[src/rtl/qlfo_pkg.sv]
// Shared types and constants for the quadrature LFO envelope block.
`timescale 1ns / 1ps
`default_nettype none

package qlfo_pkg;

    localparam int PHASE_W  = 32;
    localparam int SAMPLE_W = 24;
    localparam int FRAC_W   = 30;
    localparam int LANES    = 8;
    localparam int PAIRS    = 4;
    localparam int FLAG_W   = 4;
    localparam int CFG_IDX_W = 1;

    localparam logic signed [PHASE_W-1:0] PHASE_X_RESET = 32'sd759250125;
    localparam logic signed [PHASE_W-1:0] PHASE_Y_RESET = -32'sd759250125;
    localparam logic signed [PHASE_W-1:0] ROT_COS_RESET = 32'sd1073741824;
    localparam logic signed [PHASE_W-1:0] ROT_SIN_RESET = 32'sd0;

    typedef enum logic [1:0] {
        CMD_OSC  = 2'd0,
        CMD_ENV  = 2'd1,
        CMD_LOAD = 2'd2
    } cmd_t;

    typedef enum logic [CFG_IDX_W-1:0] {
        REG_ROT_COS = 1'b0,
        REG_ROT_SIN = 1'b1
    } reg_idx_t;

    typedef struct packed {
        logic fire;
        cmd_t cmd;
    } rot_ctl_t;

    typedef struct packed {
        logic adv_a;
        logic adv_b;
    } lane_ctl_t;

endpackage

`default_nettype wire

[src/rtl/qlfo_lane.sv]
// One envelope lane: sample times gain, then round to Q1.23 and saturate.
`timescale 1ns / 1ps
`default_nettype none

module qlfo_lane
    import qlfo_pkg::*;
(
    input  wire logic                       aclk,
    input  wire lane_ctl_t                  ctl,
    input  wire logic signed [SAMPLE_W-1:0] sample,
    input  wire logic signed [PHASE_W-1:0]  gain,
    output logic signed [SAMPLE_W-1:0]      result
);

    localparam int PROD_W = SAMPLE_W + PHASE_W;
    localparam int Q_W    = PROD_W + 1 - FRAC_W;
    localparam logic signed [PROD_W:0] HALF = (PROD_W+1)'(64'd1 << (FRAC_W - 1));
    localparam logic signed [Q_W-1:0] S_MAX = Q_W'((64'sd1 <<< (SAMPLE_W - 1)) - 64'sd1);
    localparam logic signed [Q_W-1:0] S_MIN = Q_W'(-(64'sd1 <<< (SAMPLE_W - 1)));

    logic signed [PROD_W-1:0]   prod_reg;
    logic signed [PROD_W:0]     biased;
    logic signed [Q_W-1:0]      quot;
    logic signed [SAMPLE_W-1:0] result_next;
    logic signed [SAMPLE_W-1:0] result_reg;

    always_ff @(posedge aclk) begin
        if (ctl.adv_a) begin
            prod_reg <= PROD_W'(sample) * PROD_W'(gain);
        end
        if (ctl.adv_b) begin
            result_reg <= result_next;
        end
    end

    always_comb begin
        biased = {prod_reg[PROD_W-1], prod_reg} + HALF;
        quot   = biased[PROD_W:FRAC_W];
        if (quot > S_MAX) begin
            result_next = S_MAX[SAMPLE_W-1:0];
        end else if (quot < S_MIN) begin
            result_next = S_MIN[SAMPLE_W-1:0];
        end else begin
            result_next = quot[SAMPLE_W-1:0];
        end
    end

    assign result = result_reg;

endmodule

`default_nettype wire

[config.mk]
export PLATFORM = sky130hd
export DESIGN_NAME = qlfo_lane
export DESIGN_NICKNAME = d
export VERILOG_FILES = /design/src/rtl/qlfo_pkg.sv /design/src/rtl/qlfo_lane.sv
export SDC_FILE = /design/constraint.sdc
export NUM_CORES = 2
export LEC_CHECK = 0
export BUFFER_PORTS_ARGS = -buffer_cell sky130_fd_sc_hd__buf_4
export CAP_MARGIN = 0
export CORE_MARGIN = 4
export CORE_UTILIZATION = 50
export CTS_CLUSTER_DIAMETER = 80
export CTS_CLUSTER_SIZE = 16
export DETAILED_ROUTE_END_ITERATION = 10
export GPL_TIMING_DRIVEN = 0
export PLACE_DENSITY = 0.75
export SLEW_MARGIN = 20
export SYNTH_ARGS = -nofsm -noshare
export SYNTH_HDL_FRONTEND = slang
export SYNTH_SLANG_ARGS = --single-unit
[constraint.sdc]
create_clock -name aclk -period 7.3 [get_ports aclk]
set_input_delay 1.46 -clock aclk [delete_from_list [all_inputs] [get_ports aclk]]
set_output_delay 1.46 -clock aclk [all_outputs]
set_load 0.01 [all_outputs]
; Word level (Yosys, flattened, before mapping)
; Cells that the tools add are included.
[word_totals]
register_bits = 80
input_bits = 59
out_inout_bits = 24
word_cells = 7
[op_classes]
n_addsub = 1
mul = 1
n_lt_le_gt_ge = 2
mux = 1
[ops]
columns = cell, count
row1 = "56-bit by 31-bit adder with 57-bit output, second input constant", 1
row2 = 24-bit by 32-bit multiplier with 56-bit output, 1
row3 = "27-bit by 24-bit > comparator with 1-bit output, second input constant", 1
row4 = "27-bit by 24-bit < comparator with 1-bit output, second input constant", 1
row5 = 24-bit 2-to-1 mux, 1

; Longest topological paths before layout
[logic_depth]
word_depth = 3
ltp_mapped = 26
ltp_nobuf = 25

; Worst setup path after synthesis
; No wires, ideal clock.
[synth_timing]
path_kind = input to register
from = input port gain[31]
to = register prod_reg[55] (data pin)
setup_ns = 0.255
arrival_time_ns = 7.684
required_time_ns = 7.045
path_slack_ns = -0.639
stages = 25
cell_sequence = clkbuf_1 > nand2_1 > inv_1 > fa_1 > fa_1 > inv_1 > fa_1 > inv_1 > fa_1 > inv_1 > fa_1 > inv_1 > fa_1 > inv_1 > fa_1 > inv_1 > ha_1 > clkbuf_1 > a21o_1 > a21o_1 > a21oi_1 > o21ai_0 > a211oi_1 > o21ai_1 > and3_1
[synth_via]
elab_chain_cells = 1
[synth_rtl]
columns = element, line_no
row1 = from (decl), qlfo_lane.sv:11  ; input wire logic signed [PHASE_W-1:0] gain,
row2 = 24-bit by 32-bit multiplier with 56-bit output, qlfo_lane.sv:29  ; prod_reg <= PROD_W'(sample) * PROD_W'(gain);
row3 = to (signal assigned), qlfo_lane.sv:29
row4 = to (decl), qlfo_lane.sv:21  ; logic signed [PROD_W-1:0] prod_reg;
; Every way passes these cells.
; A chain may end at the register's enable or synchronous reset.

; Worst setup path in the final report
[layout_timing]
from = input port sample[8]
to = register prod_reg[50] (data pin)
[layout_via]
elab_chain_cells = 1
[layout_rtl]
columns = element, line_no
row1 = from (decl), qlfo_lane.sv:10  ; input wire logic signed [SAMPLE_W-1:0] sample,
row2 = 24-bit by 32-bit multiplier with 56-bit output, qlfo_lane.sv:29
; Every way passes these cells.

==> impl_results.md <==
- I/O Pins: 83
- First-pass GRT wire length: 143,000 microns
- H-tree levels: 2
- Cell family with most CP delay: adder cells
- Drt total wl: 94,500 microns
- Number of synthesized register bits: 51
- Distinct cell type count of the synthesized netlist: 62
- Slew @ Worst Pin: 0.577 ns
- CP max stage cell: fa_1
- Initial DRC count: 2,210
- Final worst path period need: 7.97 ns
- Initial Utilization: 50.7%
- Clock Tree Root: clkbuf_16
- DRC errors left: 0
- Max-slew violations: 0
- GRT Total Usage: 31.6%
- MaxCap Viol Count: 0
- Worst slew margin: 61.4%
- Commonest cells after routing, fill and taps aside: inv_1 (727), fa_1 (726), nand2_1 (411)
- Crit. End Element: flop
- Status: finished, violations left
- Detailed Routing Iterations Pass 1: 8
- Crit Path Class: in -> reg
- Syn. warnings: 0
- Vias per cell: 5.60
- Unrepaired setup endpoints after global routing: true
- Port bufs: 82
- Post-synthesis sequential area ratio: 5.34%
- Clock slew seen by the registers of the worst setup and hold paths: 0.07 ns
- Layout cells sized above 1: 19.0%
- GRT overflow: 0
- Mean post-synth cell area: 9.47 sq um
- Routability cong.: 1.07
- CP Max Fanout: 7
- Dpl hpwl: 75,000 microns
- Area growth, synth to finish: 20.7%
- Final Skew: 0.00452 ns
- Fraction of synthesis flops using an asynchronous set or reset pin: 0%
- DR WL/cell: 23.6 microns
- Clock latency on the worst-skew pair: 0.29 ns
- Die Wd: 248 microns
- Number of CTS-inserted buffers: 5
- Max FFs per register: 27
- Maximum root-to-sink buffer count: 2
- Initial antenna violation count: 11
- ANT nets after route: 0
- Die height: 248 microns
- Core Rows: 87
- Vias in the first global route: 24.3k
- Top cell type's share of synthesized area: 54.5%
- CTS tree: built
- Syn Nets: 4,018
- Max stage delay on crit path: 0.58 ns
- Min Hold Slack: 0.664 ns
- Largest net degree at the start of global routing: 28
- Total core area: 0.0566 sq mm
- Final net count: 4,230
- Area leader, netlist: fa_1
- Commonest non-fill, non-tap cell in the layout: inv_1
- Startpoint Class: input pin
- Final worst setup slack: -0.668 ns
- Die footprint: 0.0613 sq mm
- Fin. Hold Viols: 0
- Count of buffer and inverter cells on the critical path: 8
- EDFF count, synth: 51
- Final period util: 109%
- Hold Path Class: reg -> reg
- Final setup fails: 26
- Area contributors post-synth: fa_1 (55%), inv_1 (10%), and2_1 (7.9%), ha_1 (6.4%), nand2_1 (5.5%)
- Fill cells: 4,538
- Critical path's most frequent cell: fa_1
- Arrival time at the worst endpoint: 8.01 ns
- DR vias: 22.4k
- Cells after Synth: 3,030
- Post-Syn Area: 0.0287 sq mm
- Max Fclk: 126 MHz
- Synth Flop Type: edfxtp_1
- Critical path required time: 7.34 ns
- Violated checks: setup timing
- Clock sink count: 51
worst paths after layout:
kind,startpoint,endpoint,slack [ns],depth (start not counted)
max,sample[8],prod_reg[50],-0.67,26
min,prod_reg[35],result[5],0.66,2
min reg2reg,prod_reg[35],result[5],0.66,2
max reg2reg,prod_reg[29],result[20],4.63,9
worst register-to-register path, stage by stage (launching register included):
cell,delay (ns)
edfxtp_1,0.36
ha_1,0.19
and3_1,0.27
nand3_1,0.18
nor2_1,0.49
nor2_1,0.08
o211ai_1,0.16
and4_1,0.30
buf_2,0.25
o21ai_0,0.13
cell type report:
cell class | instances | area (sq um) | area share, %
multi-input cells | 2066 | 24800 | 71.6
inverters | 765 | 2890 | 8.33
plain buffers | 147 | 2230 | 6.45
repair buffers | 206 | 2040 | 5.90
flip-flops and latches | 51 | 1530 | 4.42
well taps | 756 | 946 | 2.73
clock buffers | 5 | 125 | 0.361
clock inverters | 3 | 38.8 | 0.112
diodes | 8 | 20.0 | 0.0578
metrics by stage:
stage | util (%) | cell area, sq um | cells | TNS [ns] | setup WS (ns)
2_1_floorplan | - | 29500 | 3030 | -0.440 | -0.0937
3_3_place_gp | 54.8 | 31000 | 3868 | -38.32 | -1.73
3_5_place_dp | 54.8 | 31000 | 3868 | -38.19 | -1.72
4_1_cts | 58.8 | 33300 | 3929 | -9.78 | -0.619
5_1_grt | 61.2 | 34600 | 4002 | -16.89 | -0.831
6_report | 61.2 | 34600 | 4007 | -12.71 | -0.668
cell usage after synthesis (16+ instances only):
master and n:
edfxtp_1 51, a21oi_1 42, xnor2_1 34, nand3_1 20
nor2_1 26, fa_1 782, ha_1 147, clkbuf_1 141
nand4_1 16, nand2_1 417, inv_1 765, and2_1 361
o21ai_0 36, nor2b_1 32, xor2_1 25
cell families after synthesis:
kind of cell | share of synthesized area [%]
AO/OA/AOI/OAI | 3.72
XOR/XNOR | 1.80
adder cells (fa/ha/maj) | 61.0
buffers and inverters | 12.0
flip-flops | 5.34
multiplexers | 0.0392
AND/OR/NAND/NOR | 16.2
timing repair:
action                                 in CTS  in global routing
pin swaps                                  80                133
setup endpoints to repair                  27                 27
buffers inserted                           41                 68
gates cloned                               12                  4
hold buffers                                0                  0
endpoints found under the hold margin       0                  0
gates resized for setup                   365                267
routing by layer:
layer / up-vias / routed length (microns) / global-route usage (%)
met5: - / 43 / 0
li1: 9177 / - / -
met2: 1487 / 41800 / 48.6
met3: 461 / 11400 / 7.36
met1: 11300 / 32400 / 40.2
met4: 8 / 8840 / 21.2
Power is not shown: default switching activity piles up to over one toggle a cycle in this logic, so the estimate is an artifact.
